File: src/rtl/core/expression_event_dedup_filter_unit_assert.svh
// Assertion macros for the expression event dedup filter.
// Expects signals clk and rst_n in the scope of use.
`ifndef EXPRESSION_EVENT_DEDUP_FILTER_UNIT_ASSERT_SVH
`define EXPRESSION_EVENT_DEDUP_FILTER_UNIT_ASSERT_SVH

// Same-cycle implication
`define EEDF_ASSERT_NOW(lbl, ante, cons, msg) \
  lbl: assert property (@(posedge clk) disable iff (!rst_n) (ante) |-> (cons)) \
    else $error(msg);

// Next-cycle implication
`define EEDF_ASSERT_NEXT(lbl, ante, cons, msg) \
  lbl: assert property (@(posedge clk) disable iff (!rst_n) (ante) |=> (cons)) \
    else $error(msg);

`endif

File: src/rtl/core/eedf_pkg.sv
// Shared constants, types and helpers for the expression event dedup filter.
// No dependencies; imported by every module of the block.
`timescale 1ns / 1ps
`default_nettype none

package eedf_pkg;

  // Sizes
  localparam int HISTORY_DEPTH = 16;
  localparam int EVENT_BITS    = 6;
  localparam int IDX_W         = $clog2(HISTORY_DEPTH);
  localparam int CNT_W         = $clog2(HISTORY_DEPTH + 1);
  localparam int TIME_W        = 32;
  localparam int POWER_W       = 10;
  localparam int EYE_W         = 5;
  localparam int DECAY_W       = 16;
  localparam int CH_W          = 2;
  localparam int CFG_IDX_W     = 2;
  localparam int CFG_DATA_W    = 16;

  // Register indexes
  localparam logic [CFG_IDX_W-1:0] REG_UPPER_THR = 2'd0;
  localparam logic [CFG_IDX_W-1:0] REG_LOWER_THR = 2'd1;
  localparam logic [CFG_IDX_W-1:0] REG_DECAY     = 2'd2;

  // Reset values
  localparam logic [POWER_W-1:0] UPPER_THR_RST = 10'd300;
  localparam logic [POWER_W-1:0] LOWER_THR_RST = 10'd200;
  localparam logic [DECAY_W-1:0] DECAY_RST     = 16'd250;

  // Result channel codes
  localparam logic [CH_W-1:0] CH_LOWER   = 2'd0;
  localparam logic [CH_W-1:0] CH_UPPER   = 2'd1;
  localparam logic [CH_W-1:0] CH_THOUGHT = 2'd2;

  // One stored sample: timestamp and the three raw codes
  typedef struct packed {
    logic [TIME_W-1:0]     stamp;
    logic [EVENT_BITS-1:0] upper;
    logic [EVENT_BITS-1:0] lower;
    logic [EVENT_BITS-1:0] thought;
  } hist_t;

  // Controller to datapath
  typedef struct packed {
    logic load;    // word accepted on the input channel
    logic walk;    // issue history reads
    logic append;  // store this sample, build result mask
    logic emit;    // push results to the output register
  } ctl_cmd_t;

  // Datapath to controller
  typedef struct packed {
    logic walk_done;
    logic pend_none;
  } ctl_sts_t;

  // Ring index add modulo the depth; both operands below the depth
  function automatic logic [IDX_W-1:0] idx_wrap(input logic [IDX_W-1:0] a,
                                                 input logic [IDX_W-1:0] b);
    logic [IDX_W:0] s;
    logic [IDX_W:0] d;
    d = (IDX_W + 1)'(HISTORY_DEPTH);
    s = {1'b0, a} + {1'b0, b};
    if (s >= d) begin
      s = s - d;
    end
    return s[IDX_W-1:0];
  endfunction

endpackage

`default_nettype wire

File: src/rtl/core/eedf_ctrl.sv
// Sequencer of the dedup filter: accept, history walk, store, emit.
// Depends on eedf_pkg for the command and status structs.
`timescale 1ns / 1ps
`default_nettype none

module eedf_ctrl
  import eedf_pkg::*;
(
  input  wire logic     clk,
  input  wire logic     rst_n,
  input  wire logic     in_valid,
  output logic          in_stall,
  input  wire ctl_sts_t sts,
  output ctl_cmd_t      cmd
);

  localparam logic [1:0] S_IDLE   = 2'd0;
  localparam logic [1:0] S_WALK   = 2'd1;
  localparam logic [1:0] S_APPEND = 2'd2;
  localparam logic [1:0] S_EMIT   = 2'd3;

  logic [1:0] state_r;
  logic [1:0] state_nxt;

  assign in_stall = (state_r != S_IDLE);

  // Next state and commands
  always_comb begin
    state_nxt  = state_r;
    cmd        = '0;
    unique case (state_r)
      S_IDLE: begin
        cmd.load = in_valid;
        if (in_valid) begin
          state_nxt = S_WALK;
        end
      end
      S_WALK: begin
        cmd.walk = 1'b1;
        if (sts.walk_done) begin
          state_nxt = S_APPEND;
        end
      end
      S_APPEND: begin
        cmd.append = 1'b1;
        state_nxt  = S_EMIT;
      end
      S_EMIT: begin
        cmd.emit = 1'b1;
        if (sts.pend_none) begin
          state_nxt = S_IDLE;
        end
      end
      default: state_nxt = S_IDLE;
    endcase
  end

  always_ff @(posedge clk) begin
    if (!rst_n) begin
      state_r <= S_IDLE;
    end else begin
      state_r <= state_nxt;
    end
  end

endmodule

`default_nettype wire

File: src/rtl/core/eedf_datapath.sv
// Datapath of the dedup filter: config registers, sample registers,
// history ring memory with compaction, result mask and output register.
// Depends on eedf_pkg.
`timescale 1ns / 1ps
`default_nettype none

module eedf_datapath
  import eedf_pkg::*;
(
  input  wire logic                  clk,
  input  wire logic                  rst_n,
  input  wire ctl_cmd_t              cmd,
  output ctl_sts_t                   sts,
  // sample
  input  wire logic [TIME_W-1:0]     in_time_ms,
  input  wire logic [EVENT_BITS-1:0] in_upper_event,
  input  wire logic [POWER_W-1:0]    in_upper_power,
  input  wire logic [EVENT_BITS-1:0] in_lower_event,
  input  wire logic [POWER_W-1:0]    in_lower_power,
  input  wire logic [EVENT_BITS-1:0] in_thought_event,
  input  wire logic [POWER_W-1:0]    in_thought_power,
  input  wire logic [EYE_W-1:0]      in_eye_flags,
  // configuration
  input  wire logic                  cfg_valid,
  input  wire logic [CFG_IDX_W-1:0]  cfg_index,
  input  wire logic [CFG_DATA_W-1:0] cfg_data,
  // results
  output logic                       out_valid,
  input  wire logic                  out_stall,
  output logic [CH_W-1:0]            out_channel,
  output logic [EVENT_BITS-1:0]      out_event_code,
  output logic [POWER_W-1:0]         out_event_power,
  output logic [EYE_W-1:0]           out_new_eye_flags,
  output logic [TIME_W-1:0]          out_stamp,
  output logic                       out_last
);

  localparam logic [CNT_W-1:0] DEPTH_CNT = CNT_W'(HISTORY_DEPTH);

  // Config registers
  logic [POWER_W-1:0] up_thr_r;
  logic [POWER_W-1:0] lo_thr_r;
  logic [DECAY_W-1:0] decay_r;

  // Sample registers
  logic [TIME_W-1:0]     time_r;
  logic [EVENT_BITS-1:0] raw_up_r, raw_lo_r, raw_th_r;
  logic [EVENT_BITS-1:0] cur_up_r, cur_lo_r, cur_th_r;
  logic [EVENT_BITS-1:0] cur_up_nxt, cur_lo_nxt, cur_th_nxt;
  logic [POWER_W-1:0]    pwr_up_r, pwr_lo_r, pwr_th_r;
  logic [POWER_W-1:0]    pwr_up_nxt, pwr_lo_nxt, pwr_th_nxt;
  logic [EYE_W-1:0]      eye_new_r;
  logic [EYE_W-1:0]      prev_eye_r;

  // History ring
  hist_t            mem [HISTORY_DEPTH];
  hist_t            rd_data_r;
  logic             rd_pend_r;
  logic [IDX_W-1:0] head_r;
  logic [CNT_W-1:0] count_r;
  logic [CNT_W-1:0] rd_idx_r;
  logic [CNT_W-1:0] kept_r;

  // Result mask: bit0 lower, bit1 upper, bit2 thought
  logic [2:0] pend_r;

  logic out_valid_r;

  // Walk signals
  logic              rd_en;
  logic [IDX_W-1:0]  rd_addr;
  logic [TIME_W-1:0] age;
  logic              live;
  logic              wr_en;
  logic [IDX_W-1:0]  wr_addr;
  hist_t             wr_data;
  logic              full;
  logic [IDX_W-1:0]  app_addr;

  // Emit signals
  logic       out_free;
  logic       emit_fire;
  logic [2:0] pend_clr;

  assign rd_en   = cmd.walk && (rd_idx_r < count_r);
  assign rd_addr = idx_wrap(head_r, rd_idx_r[IDX_W-1:0]);

  // Liveness of the entry read last cycle
  assign age  = time_r - rd_data_r.stamp;
  assign live = rd_pend_r && (age <= {{(TIME_W - DECAY_W){1'b0}}, decay_r});

  // Load thresholds upper/lower; a live code match zeroes the channel
  always_comb begin
    cur_up_nxt = cur_up_r;
    cur_lo_nxt = cur_lo_r;
    cur_th_nxt = cur_th_r;
    pwr_up_nxt = pwr_up_r;
    pwr_lo_nxt = pwr_lo_r;
    pwr_th_nxt = pwr_th_r;
    if (cmd.load) begin
      cur_up_nxt = (in_upper_power < up_thr_r) ? '0 : in_upper_event;
      pwr_up_nxt = (in_upper_power < up_thr_r) ? '0 : in_upper_power;
      cur_lo_nxt = (in_lower_power < lo_thr_r) ? '0 : in_lower_event;
      pwr_lo_nxt = (in_lower_power < lo_thr_r) ? '0 : in_lower_power;
      cur_th_nxt = in_thought_event;
      pwr_th_nxt = in_thought_power;
    end else if (live) begin
      if (rd_data_r.upper == cur_up_r) begin
        cur_up_nxt = '0;
        pwr_up_nxt = '0;
      end
      if (rd_data_r.lower == cur_lo_r) begin
        cur_lo_nxt = '0;
        pwr_lo_nxt = '0;
      end
      if (rd_data_r.thought == cur_th_r) begin
        cur_th_nxt = '0;
        pwr_th_nxt = '0;
      end
    end
  end

  // Live entries are rewritten behind the read pointer; the new sample
  // goes after them, or over the oldest when the ring is full
  assign full     = (kept_r == DEPTH_CNT);
  assign app_addr = full ? head_r : idx_wrap(head_r, kept_r[IDX_W-1:0]);
  assign wr_en    = live || cmd.append;
  assign wr_addr  = cmd.append ? app_addr : idx_wrap(head_r, kept_r[IDX_W-1:0]);
  always_comb begin
    wr_data = rd_data_r;
    if (cmd.append) begin
      wr_data.stamp   = time_r;
      wr_data.upper   = raw_up_r;
      wr_data.lower   = raw_lo_r;
      wr_data.thought = raw_th_r;
    end
  end

  // History memory
  always_ff @(posedge clk) begin
    if (wr_en) begin
      mem[wr_addr] <= wr_data;
    end
    if (rd_en) begin
      rd_data_r <= mem[rd_addr];
    end
  end

  // Sample payload
  always_ff @(posedge clk) begin
    if (cmd.load) begin
      time_r    <= in_time_ms;
      raw_up_r  <= in_upper_event;
      raw_lo_r  <= in_lower_event;
      raw_th_r  <= in_thought_event;
      eye_new_r <= in_eye_flags & ~prev_eye_r;
    end
    cur_up_r <= cur_up_nxt;
    cur_lo_r <= cur_lo_nxt;
    cur_th_r <= cur_th_nxt;
    pwr_up_r <= pwr_up_nxt;
    pwr_lo_r <= pwr_lo_nxt;
    pwr_th_r <= pwr_th_nxt;
  end

  // Walk counters, ring pointers, eye history
  always_ff @(posedge clk) begin
    if (!rst_n) begin
      rd_pend_r  <= 1'b0;
      head_r     <= '0;
      count_r    <= '0;
      rd_idx_r   <= '0;
      kept_r     <= '0;
      prev_eye_r <= '0;
    end else begin
      rd_pend_r <= rd_en;
      if (cmd.load) begin
        rd_idx_r   <= '0;
        kept_r     <= '0;
        prev_eye_r <= in_eye_flags;
      end else begin
        if (rd_en) begin
          rd_idx_r <= rd_idx_r + 1'b1;
        end
        if (live) begin
          kept_r <= kept_r + 1'b1;
        end
      end
      if (cmd.append) begin
        if (full) begin
          head_r  <= idx_wrap(head_r, IDX_W'(1));
          count_r <= DEPTH_CNT;
        end else begin
          count_r <= kept_r + 1'b1;
        end
      end
    end
  end

  assign sts.walk_done = (rd_idx_r == count_r) && !rd_pend_r;
  assign sts.pend_none = (pend_r == 3'b000);

  // Config write decode; unknown indexes are dropped
  always_ff @(posedge clk) begin
    if (!rst_n) begin
      up_thr_r <= UPPER_THR_RST;
      lo_thr_r <= LOWER_THR_RST;
      decay_r  <= DECAY_RST;
    end else if (cfg_valid) begin
      unique case (cfg_index)
        REG_UPPER_THR: up_thr_r <= cfg_data[POWER_W-1:0];
        REG_LOWER_THR: lo_thr_r <= cfg_data[POWER_W-1:0];
        REG_DECAY:     decay_r  <= cfg_data[DECAY_W-1:0];
        default:       ;
      endcase
    end
  end

  // Lowest pending channel goes first
  assign out_free  = !out_valid_r || !out_stall;
  assign emit_fire = cmd.emit && out_free && (pend_r != 3'b000);
  always_comb begin
    pend_clr = pend_r;
    if (pend_r[0]) begin
      pend_clr[0] = 1'b0;
    end else if (pend_r[1]) begin
      pend_clr[1] = 1'b0;
    end else begin
      pend_clr[2] = 1'b0;
    end
  end

  always_ff @(posedge clk) begin
    if (!rst_n) begin
      pend_r      <= '0;
      out_valid_r <= 1'b0;
    end else begin
      if (cmd.append) begin
        pend_r <= {cur_th_r != '0, cur_up_r != '0,
                   (cur_lo_r != '0) || (eye_new_r != '0)};
      end else if (emit_fire) begin
        pend_r <= pend_clr;
      end
      if (emit_fire) begin
        out_valid_r <= 1'b1;
      end else if (!out_stall) begin
        out_valid_r <= 1'b0;
      end
    end
  end

  // Output word payload
  always_ff @(posedge clk) begin
    if (emit_fire) begin
      out_stamp <= time_r;
      out_last  <= (pend_clr == 3'b000);
      if (pend_r[0]) begin
        out_channel       <= CH_LOWER;
        out_event_code    <= cur_lo_r;
        out_event_power   <= pwr_lo_r;
        out_new_eye_flags <= eye_new_r;
      end else if (pend_r[1]) begin
        out_channel       <= CH_UPPER;
        out_event_code    <= cur_up_r;
        out_event_power   <= pwr_up_r;
        out_new_eye_flags <= '0;
      end else begin
        out_channel       <= CH_THOUGHT;
        out_event_code    <= cur_th_r;
        out_event_power   <= pwr_th_r;
        out_new_eye_flags <= '0;
      end
    end
  end

  assign out_valid = out_valid_r;

endmodule

`default_nettype wire

File: src/rtl/core/expression_event_dedup_filter_unit.sv
// Top level of the expression event dedup filter: controller plus datapath.
// Depends on eedf_pkg, eedf_ctrl, eedf_datapath and the assertion header.
`timescale 1ns / 1ps
`default_nettype none

// One sample word is taken at a time. After acceptance the block walks the
// live history entries through a single-read-port ring memory, one entry per
// cycle with registered read data, drops expired entries in place, stores
// the new sample, then pushes up to three results (lower, upper, thought)
// through an output register. The history holds at most 16 stored entries,
// and the walk over them sets most of the time from one accept to the next;
// out_stall holding a result delays the next accept further. The next sample
// may be accepted while the final result still waits in the output register.
// History memory needs no clearing pass after reset.

module expression_event_dedup_filter_unit
  import eedf_pkg::*;
(
  input  wire logic                  clk,
  input  wire logic                  rst_n,
  // input channel
  input  wire logic                  in_valid,
  output logic                       in_stall,
  input  wire logic [TIME_W-1:0]     in_time_ms,
  input  wire logic [EVENT_BITS-1:0] in_upper_event,
  input  wire logic [POWER_W-1:0]    in_upper_power,
  input  wire logic [EVENT_BITS-1:0] in_lower_event,
  input  wire logic [POWER_W-1:0]    in_lower_power,
  input  wire logic [EVENT_BITS-1:0] in_thought_event,
  input  wire logic [POWER_W-1:0]    in_thought_power,
  input  wire logic [EYE_W-1:0]      in_eye_flags,
  // result channel
  output logic                       out_valid,
  input  wire logic                  out_stall,
  output logic [CH_W-1:0]            out_channel,
  output logic [EVENT_BITS-1:0]      out_event_code,
  output logic [POWER_W-1:0]         out_event_power,
  output logic [EYE_W-1:0]           out_new_eye_flags,
  output logic [TIME_W-1:0]          out_stamp,
  output logic                       out_last,
  // configuration channel
  input  wire logic                  cfg_valid,
  output logic                       cfg_ready,
  input  wire logic [CFG_IDX_W-1:0]  cfg_index,
  input  wire logic [CFG_DATA_W-1:0] cfg_data
);

  ctl_cmd_t cmd;
  ctl_sts_t sts;

  // Registers take a write in any cycle
  assign cfg_ready = 1'b1;

  eedf_ctrl u_ctrl (
    .clk      (clk),
    .rst_n    (rst_n),
    .in_valid (in_valid),
    .in_stall (in_stall),
    .sts      (sts),
    .cmd      (cmd)
  );

  eedf_datapath u_dp (
    .clk               (clk),
    .rst_n             (rst_n),
    .cmd               (cmd),
    .sts               (sts),
    .in_time_ms        (in_time_ms),
    .in_upper_event    (in_upper_event),
    .in_upper_power    (in_upper_power),
    .in_lower_event    (in_lower_event),
    .in_lower_power    (in_lower_power),
    .in_thought_event  (in_thought_event),
    .in_thought_power  (in_thought_power),
    .in_eye_flags      (in_eye_flags),
    .cfg_valid         (cfg_valid && cfg_ready),
    .cfg_index         (cfg_index),
    .cfg_data          (cfg_data),
    .out_valid         (out_valid),
    .out_stall         (out_stall),
    .out_channel       (out_channel),
    .out_event_code    (out_event_code),
    .out_event_power   (out_event_power),
    .out_new_eye_flags (out_new_eye_flags),
    .out_stamp         (out_stamp),
    .out_last          (out_last)
  );

  // Checks
`include "expression_event_dedup_filter_unit_assert.svh"

  `EEDF_ASSERT_NOW(a_cmd_excl, 1'b1, $onehot0({cmd.load, cmd.walk, cmd.append, cmd.emit}), "controller commands overlap")
  `EEDF_ASSERT_NEXT(a_busy_after_load, cmd.load, in_stall, "input not stalled after accepting a word")
  `EEDF_ASSERT_NOW(a_out_from_emit, $rose(out_valid), $past(cmd.emit), "output word without emit")

endmodule

`default_nettype wire
File: config.mk
export PLATFORM = sky130hd
export DESIGN_NAME = expression_event_dedup_filter_unit
export DESIGN_NICKNAME = d
export VERILOG_FILES = /design/src/rtl/core/eedf_pkg.sv /design/src/rtl/core/eedf_ctrl.sv /design/src/rtl/core/eedf_datapath.sv /design/src/rtl/core/expression_event_dedup_filter_unit.sv
export VERILOG_INCLUDE_DIRS = /design/src /design/src/rtl/core
export SDC_FILE = /design/constraint.sdc
export NUM_CORES = 1
export LEC_CHECK = 0
export BUFFER_PORTS_ARGS = -buffer_cell sky130_fd_sc_hd__buf_2
export CORE_MARGIN = 1.5
export CORE_UTILIZATION = 42
export DETAILED_ROUTE_END_ITERATION = 10
export PLACE_DENSITY_LB_ADDON = 0.1
export SYNTH_ARGS = -nofsm -noshare
export SYNTH_HDL_FRONTEND = slang
export SYNTH_SLANG_ARGS = --single-unit
File: constraint.sdc
create_clock -name clk -period 19.6 [get_ports clk]
set_input_delay 2.94 -clock clk [delete_from_list [all_inputs] [get_ports clk]]
set_output_delay 2.94 -clock clk [all_outputs]
set_load 0.01 [all_outputs]
==> impl_metrics.env, run 1 <==
export IMPL_synth_area_top_cells="edfxtp_1 69%, mux4_2 10%, dfxtp_1 3.1%"
export IMPL_routed_wl_um=111000
export IMPL_ir_drop_mv=0.0844
export IMPL_gp_congestion=0.802
export IMPL_nNetsFinal=2972
export IMPL_ys_ff_latch=1076
export IMPL_die_w_um=326
export IMPL_cts_resized=0
export IMPL_grt_overflow_total=0
export IMPL_grt_pass1_vias=24725
export IMPL_rsz0062_at_grt="false"
export IMPL_reg2reg_to="u_dp.mem[6][28]$_DFFE_PP_"
export IMPL_grt_pass1_wl_um=165000
export IMPL_clock_fmax_mhz=144
export IMPL_power_share_switching=0.263
export IMPL_status="completed"
export IMPL_clk_pin_slew_worst_paths_ns=0.06
export IMPL_ctsHoldBuffers=0
export IMPL_ant_nets=0
export IMPL_relSlewSlack=0.147
export IMPL_grtUsageTotal=0.209
export IMPL_core_mm2=0.103
export IMPL_crit_required_ns=19.90
export IMPL_hp_class="flop to flop"
export IMPL_power_frac_comb=0.167
export IMPL_tritoncts="done"
export IMPL_clock_sinks=1076
export IMPL_dieHeight_um=326
export IMPL_dp_hpwl_um=66200
export IMPL_first_pass_iters=5
export IMPL_tritoncts_num_buffers=114
export IMPL_fin_worst_skew_ns=0.0283
export IMPL_synth_seq_area_share=0.721
export IMPL_portBuffers=165
export IMPL_p_sw_mw=1.61
export IMPL_start_util=0.424
export IMPL_ys_flop_type="edfxtp_1"
export IMPL_syn_instance_count=2561
export IMPL_clockPowerShare=0.359
export IMPL_yosys_area_top_type="edfxtp_1"
export IMPL_max_cap_viol_count=0
export IMPL_fin_crit_ns=6.93
export IMPL_reg2reg_depth=19
export IMPL_synth_most_common_cell="edfxtp_1"
export IMPL_crit_arrival_ns=7.24
export IMPL_ios=167
export IMPL_grt_max_degree=99
export IMPL_synth_edff_count=1009
export IMPL_synth_top_area_share=0.691
export IMPL_crit_fanout=45
export IMPL_syn_area_mm2=0.0439
export IMPL_async_flop_share=0
export IMPL_drive_above_1_share=0.224
export IMPL_p_leak_nw=16.8
export IMPL_areaGrowthSynthToFinish_pct=14.8
export IMPL_whs_path_depth=2
export IMPL_min_period_over_period=0.354
export IMPL_clkLatencyLatePin_ns=0.70
export IMPL_cp_end_kind="flop"
export IMPL_fin_tns_setup_ns=0
export IMPL_p_int_mw=4.51
export IMPL_via_count=23581
export IMPL_wl_per_cell_um=26.1
export IMPL_final_hold_violation_count=0
export IMPL_power_density_mw_per_mm2=122
export IMPL_fin_util=0.487
export IMPL_vias_per_cell=5.54
export IMPL_syn_avg_cell_area_um2=17.1
export IMPL_antenna_cells=0
export IMPL_drc=0
export IMPL_crit_type="flop to flop"
export IMPL_drt_iter0_markers=1930
export IMPL_cts_htree_levels=3
export IMPL_drv_slew=0
export IMPL_rows=118
export IMPL_start_kind="flop"
export IMPL_synth_distinct_cells=71
export IMPL_synth_warnings=0
export IMPL_holdCritStartpoint="u_dp.decay_r[11]$_SDFFE_PN0P_"
export IMPL_cts_root_buf="clkbuf_16"
export IMPL_worst_slew_pin_slew_ns=1.27
export IMPL_cts_setup_buffers=0
export IMPL_reg2reg_from="u_dp.rd_data_r[18]$_DFFE_PP_"
export IMPL_p_seq_frac=0.475
export IMPL_rrSetupSlack_ns=12.67
export IMPL_synthTopCellsByCount="1009 x edfxtp_1, 266 x nand2_1, 200 x mux4_2"
export IMPL_finalSetupViolations=0
export IMPL_clock_tree_buffer_depth=3
export IMPL_antenna_found_initial=1
export IMPL_die_area_mm2=0.106
export IMPL_synth_nets=2757
export IMPL_hold_path_endpoint="u_dp.decay_r[11]$_SDFFE_PN0P_"
routing by layer:
metal / vias to the layer above / wire (um) / part of all wire / global-route usage
met5: - / 0 / 0 / 0
met4: 0 / 2030 / 0.018 / 0.0524
met3: 147 / 5390 / 0.049 / 0.0300
met2: 602 / 54700 / 0.49 / 0.352
met1: 12357 / 48800 / 0.44 / 0.288
li1: 10475 / - / - / -
sequential cells by signal (all words and copies together) (netlist names), 6 cells and up:
name,flops
u_dp.decay_r,16
u_dp.out_event_code,6
u_dp.mem,800
u_dp.raw_lo_r,6
u_dp.rd_data_r,50
u_dp.cur_th_r,6
u_dp.out_stamp,32
u_dp.pwr_up_r,10
u_dp.pwr_th_r,10
u_dp.raw_th_r,6
u_dp.out_event_power,10
u_dp.lo_thr_r,10
u_dp.raw_up_r,6
u_dp.up_thr_r,10
u_dp.cur_lo_r,6
u_dp.time_r,32
u_dp.cur_up_r,6
u_dp.pwr_lo_r,10
power groups by stage:
stage	sequential, mW	clock, mW	combinational [mW]
6_report	2.91	2.20	1.02
5_1_grt	2.92	2.34	1.13
4_1_cts	2.91	2.25	1.04
3_5_place_dp	2.96	0	1.03
3_3_place_gp	2.95	0	1.01
2_1_floorplan	2.93	0	0.693
critical path, stage by stage (launching register included):
cell	delay, ns
edfxtp_1	0.40
ha_1	0.25
fa_1	0.42
nor2b_1	0.20
o2111ai_1	0.18
a211o_1	0.42
and2_1	0.23
o21ai_0	0.24
xor2_1	0.19
ha_1	0.26
nor2b_1	0.13
o21ai_0	0.13
nor4bb_1	0.28
a21oi_1	0.17
or4_1	0.54
nor4b_2	0.30
nand4_2	0.34
o31a_4	0.51
nor3_2	0.47
buf_4	0.80
cells by family after synthesis:
| family | count (synthesis) | share of synthesized area |
|---|---|---|
| and+or+nand+nor | 536 | 0.0589 |
| other | 1 | 0.0000855 |
| adders and majority gates | 88 | 0.0256 |
| xor gates and xnor gates | 55 | 0.0110 |
| DFF | 1076 | 0.721 |
| AOI/OAI and AO/OA | 345 | 0.0503 |
| buffers and inverters | 211 | 0.0185 |
| muxes | 249 | 0.114 |
final cells by class:
class / instances / area, um^2
tap: 1380 / 1730
timing repair buffer: 220 / 1250
clock buffer: 142 / 3020
multi-input combinational: 1274 / 11600
inverter: 90 / 340
fill: 8661 / 53100
clock inverter: 72 / 787
sequential: 1076 / 31600
worst max-delay path by stage:
stage / from / cells past startpoint / end / slack [ns]
global placement: u_dp.rd_data_r[18]$_DFFE_PP_ / 19 / u_dp.mem[15][26]$_DFFE_PP_ / 12.69
global route: u_dp.rd_data_r[18]$_DFFE_PP_ / 19 / u_dp.mem[14][27]$_DFFE_PP_ / 12.30
floorplan: u_dp.rd_data_r[18]$_DFFE_PP_ / 19 / u_dp.mem[11][0]$_DFFE_PP_ / 11.25
finish: u_dp.rd_data_r[18]$_DFFE_PP_ / 19 / u_dp.mem[6][28]$_DFFE_PP_ / 12.67
CTS: u_dp.rd_data_r[18]$_DFFE_PP_ / 19 / u_dp.mem[6][23]$_DFFE_PP_ / 12.55
detailed placement: u_dp.rd_data_r[18]$_DFFE_PP_ / 19 / u_dp.mem[6][23]$_DFFE_PP_ / 12.63
stage by stage:
stage / power, mW / setup WS [ns] / instances / instance area (um^2) / hold slack, ns
4_1_cts: 6.20 / 12.55 / 4254 / 50400 / 0.456
3_5_place_dp: 3.99 / 12.63 / 4040 / 46600 / 0.447
2_1_floorplan: 3.62 / 11.25 / 2561 / 43900 / 0.436
5_1_grt: 6.38 / 12.30 / 4254 / 50400 / 0.475
6_report: 6.13 / 12.67 / 4254 / 50400 / 0.456
3_3_place_gp: 3.97 / 12.69 / 4040 / 46600 / 0.442
placed cells by master, fill, tap and decap left out, types with 5 or more instances in the layout:
master and n:
edfxtp_1 1009, nand2_1 266, mux4_2 200, buf_2 165
clkbuf_16 117, and2_1 93, inv_1 86, ha_1 83
a21oi_1 74, dfxtp_1 67, o21ai_0 60, a31oi_1 55
a211oi_1 54, buf_4 54, nor2_1 41, mux2i_1 28
clkinv_1 27, xnor2_1 26, xor2_1 26, a21o_1 25
clkbuf_1 25, clkinv_2 22, mux2_2 21, nand3_1 19
and3_1 19, o211ai_1 17, nor3_2 16, bufinv_16 16
o21ai_1 15, nor2b_1 14, nand4_1 13, nor4_1 11
or3_1 9, nand3b_1 8, nand2b_1 6, nor3_1 6
o21a_1 5
Note: power is estimated with default switching activity, not from simulation.
==> run 2, diff against run 1 <==
- clock period: 19.6 -> 6.28 ns (I/O delays scaled with it)
==> run 2 against run 1 <==
  * Non-clock buffer count grew 41
  * Sequential cell count unchanged
  * Clock-buffer cell count fell by 7
  * Critical path depth grew 1
  * Sequential power increased to 3.1 times the previous value
  * Worst hold slack worse by 0.025 ns
  * Die area stayed put
  * First-iteration DRC count up 20%
  * Power rose to 3.1 times the previous value
  * Critical path type unchanged
==> impl_metrics.env, run 2 (synthesis gave the netlist of run 1 again) <==
export IMPL_grt_pass1_vias=24672
export IMPL_max_stage_delay_ns=0.54
export IMPL_clk_pin_slew_worst_paths_ns=0.06
export IMPL_crit_required_ns=6.64
export IMPL_die_w_um=326
export IMPL_core_mm2=0.103
export IMPL_cp_cell_sequence="ha_1, fa_1, nor2b_1, o2111ai_1, a211o_1, and2_1, o21ai_0, xor2_1, ha_1, nor2b_1, o21ai_0, nor4bb_1, a21oi_1, or4_1, nor4b_2, nand4_2, o31a_4, buf_4, nor3_4, buf_12"
export IMPL_ios=167
export IMPL_cp_end_kind="flop"
export IMPL_min_period_over_period=0.948
export IMPL_grtUsageTotal=0.218
export IMPL_ant_nets=0
export IMPL_fin_crit_ns=5.95
export IMPL_routed_wl_um=116000
export IMPL_endpoint="u_dp.mem[3][19]$_DFFE_PP_"
export IMPL_largest_reg_flops=800
export IMPL_top_register="u_dp.mem"
export IMPL_power_mw=19.1
export IMPL_status="completed"
export IMPL_grt_max_degree=76
export IMPL_timing_hold_ws_ns=0.431
export IMPL_ctsHoldBuffers=0
export IMPL_drive_above_1_share=0.234
export IMPL_cts_root_buf="clkbuf_16"
export IMPL_placed_cell_area_mm2=0.0473
export IMPL_fin_area_mm2=0.0510
export IMPL_rows=118
export IMPL_clock_tree_buffer_depth=3
export IMPL_ir_drop_mv=0.208
export IMPL_grt_overflow_total=0
export IMPL_fin_tns_setup_ns=0
export IMPL_start_util=0.424
export IMPL_tritoncts="done"
export IMPL_drv_slew=0
export IMPL_areaGrowthSynthToFinish_pct=16.2
export IMPL_cp_slowest_cell="or4_1"
export IMPL_cts_htree_levels=3
export IMPL_tritoncts_num_buffers=111
export IMPL_first_pass_iters=5
export IMPL_power_density_mw_per_mm2=374
export IMPL_vias_per_cell=5.63
export IMPL_crit_arrival_ns=6.31
export IMPL_portBuffers=165
export IMPL_whs_path_depth=1
export IMPL_power_share_switching=0.272
export IMPL_drc=0
export IMPL_power_frac_comb=0.181
export IMPL_p_sw_mw=5.19
export IMPL_final_hold_violation_count=0
export IMPL_gp_congestion=0.892
export IMPL_start_kind="flop"
export IMPL_worstSetupStartpoint="u_dp.rd_data_r[18]$_DFFE_PP_"
export IMPL_finalSetupViolations=0
export IMPL_reg2reg_to="u_dp.mem[3][19]$_DFFE_PP_"
export IMPL_hp_class="input port to flop"
export IMPL_via_count=24172
export IMPL_biggestRegsByFlops="u_dp.mem (800), u_dp.rd_data_r (50)"
export IMPL_dieHeight_um=326
export IMPL_rsz0062_at_grt="false"
export IMPL_layout_commonest_cell="edfxtp_1"
export IMPL_p_int_mw=13.9
export IMPL_wl_per_cell_um=27.0
export IMPL_p_seq_frac=0.477
export IMPL_dp_hpwl_um=77200
export IMPL_antenna_found_initial=4
export IMPL_clock_sinks=1076
export IMPL_die_area_mm2=0.106
export IMPL_reg2reg_depth=20
export IMPL_reg2reg_from="u_dp.rd_data_r[18]$_DFFE_PP_"
export IMPL_max_cap_viol_count=0
export IMPL_holdCritStartpoint="in_time_ms[18]"
export IMPL_clkLatencyLatePin_ns=0.69
export IMPL_nNetsFinal=3010
export IMPL_clock_fmax_mhz=168
export IMPL_drt_iter0_markers=2323
export IMPL_rrSetupSlack_ns=0.33
export IMPL_worst_slew_pin_slew_ns=1.11
export IMPL_relSlewSlack=0.259
export IMPL_p_leak_nw=17.1
export IMPL_crit_fanout=29
export IMPL_final_cell_mix="1009 x edfxtp_1, 266 x nand2_1, 200 x mux4_2, 165 x buf_2, 114 x clkbuf_16"
export IMPL_grt_pass1_wl_um=170000
export IMPL_fin_worst_skew_ns=0.0281
export IMPL_crit_type="flop to flop"
export IMPL_clockPowerShare=0.342
## run 2: through the flow
step | instances | worst slack (ns) | utilization
after floorplan | 2561 | -0.593 | -
after global placement | 4074 | 0.206 | 0.457
after detailed placement | 4074 | 0.195 | 0.457
after CTS | 4282 | 0.210 | 0.492
after global routing | 4290 | 0.0225 | 0.493
final | 4291 | 0.329 | 0.493
## run 2: area by class of cell
cell class,instances,area [um^2]
repair buffers,261,1980
diodes,2,5.00
clock inverters,73,652
clock buffers,135,2930
fillers,8660,52500
inverters,90,340
flip-flops and latches,1076,31600
multi-input cells,1274,11700
well taps,1380,1730
## run 2: timing repair
item                                    4_1_cts  5_1_grt
setup buffers                                 0        7
endpoints found under the setup margin        0      270
endpoints found under the hold margin         0        0
resized for setup                             0        5
## run 2: metal layers
metal  vias up  global-route usage  share of wire
li1      10565                   -              -
met1     12594               0.315           0.44
met2       853               0.344           0.47
met3       160              0.0356          0.066
met4         0              0.0565          0.023
met5         -                   0              0
## run 2: worst min path at each step
stage,to,slack [ns]
5_1_grt,u_dp.time_r[24]$_DFFE_PP_,0.41
6_report,u_dp.time_r[18]$_DFFE_PP_,0.43
3_3_place_gp,u_dp.prev_eye_r[4]$_SDFFE_PN0P_,0.44
3_5_place_dp,u_dp.up_thr_r[1]$_SDFFE_PN0P_,0.45
2_1_floorplan,u_dp.decay_r[10]$_SDFFE_PN0P_,0.44
4_1_cts,u_dp.time_r[18]$_DFFE_PP_,0.39
## run 2: power groups by stage
stage / clock network (mW) / registers (mW) / logic, mW
CTS: 6.65 / 9.10 / 3.47
finish: 6.51 / 9.10 / 3.45
global placement: 0 / 9.24 / 3.40
global route: 6.90 / 9.13 / 3.76
detailed placement: 0 / 9.25 / 3.45
floorplan: 0 / 9.14 / 2.17
## run 2: worst max-delay path: cells and delay by family, from the launching register on
family / cells / cell delay [ns]
adder cells (fa/ha/maj): 3 / 0.92
flip-flops: 1 / 0.39
AO/OA/AOI/OAI: 6 / 1.47
XOR/XNOR: 1 / 0.18
buffers and inverters: 2 / 0.43
AND/OR/NAND/NOR: 8 / 2.19
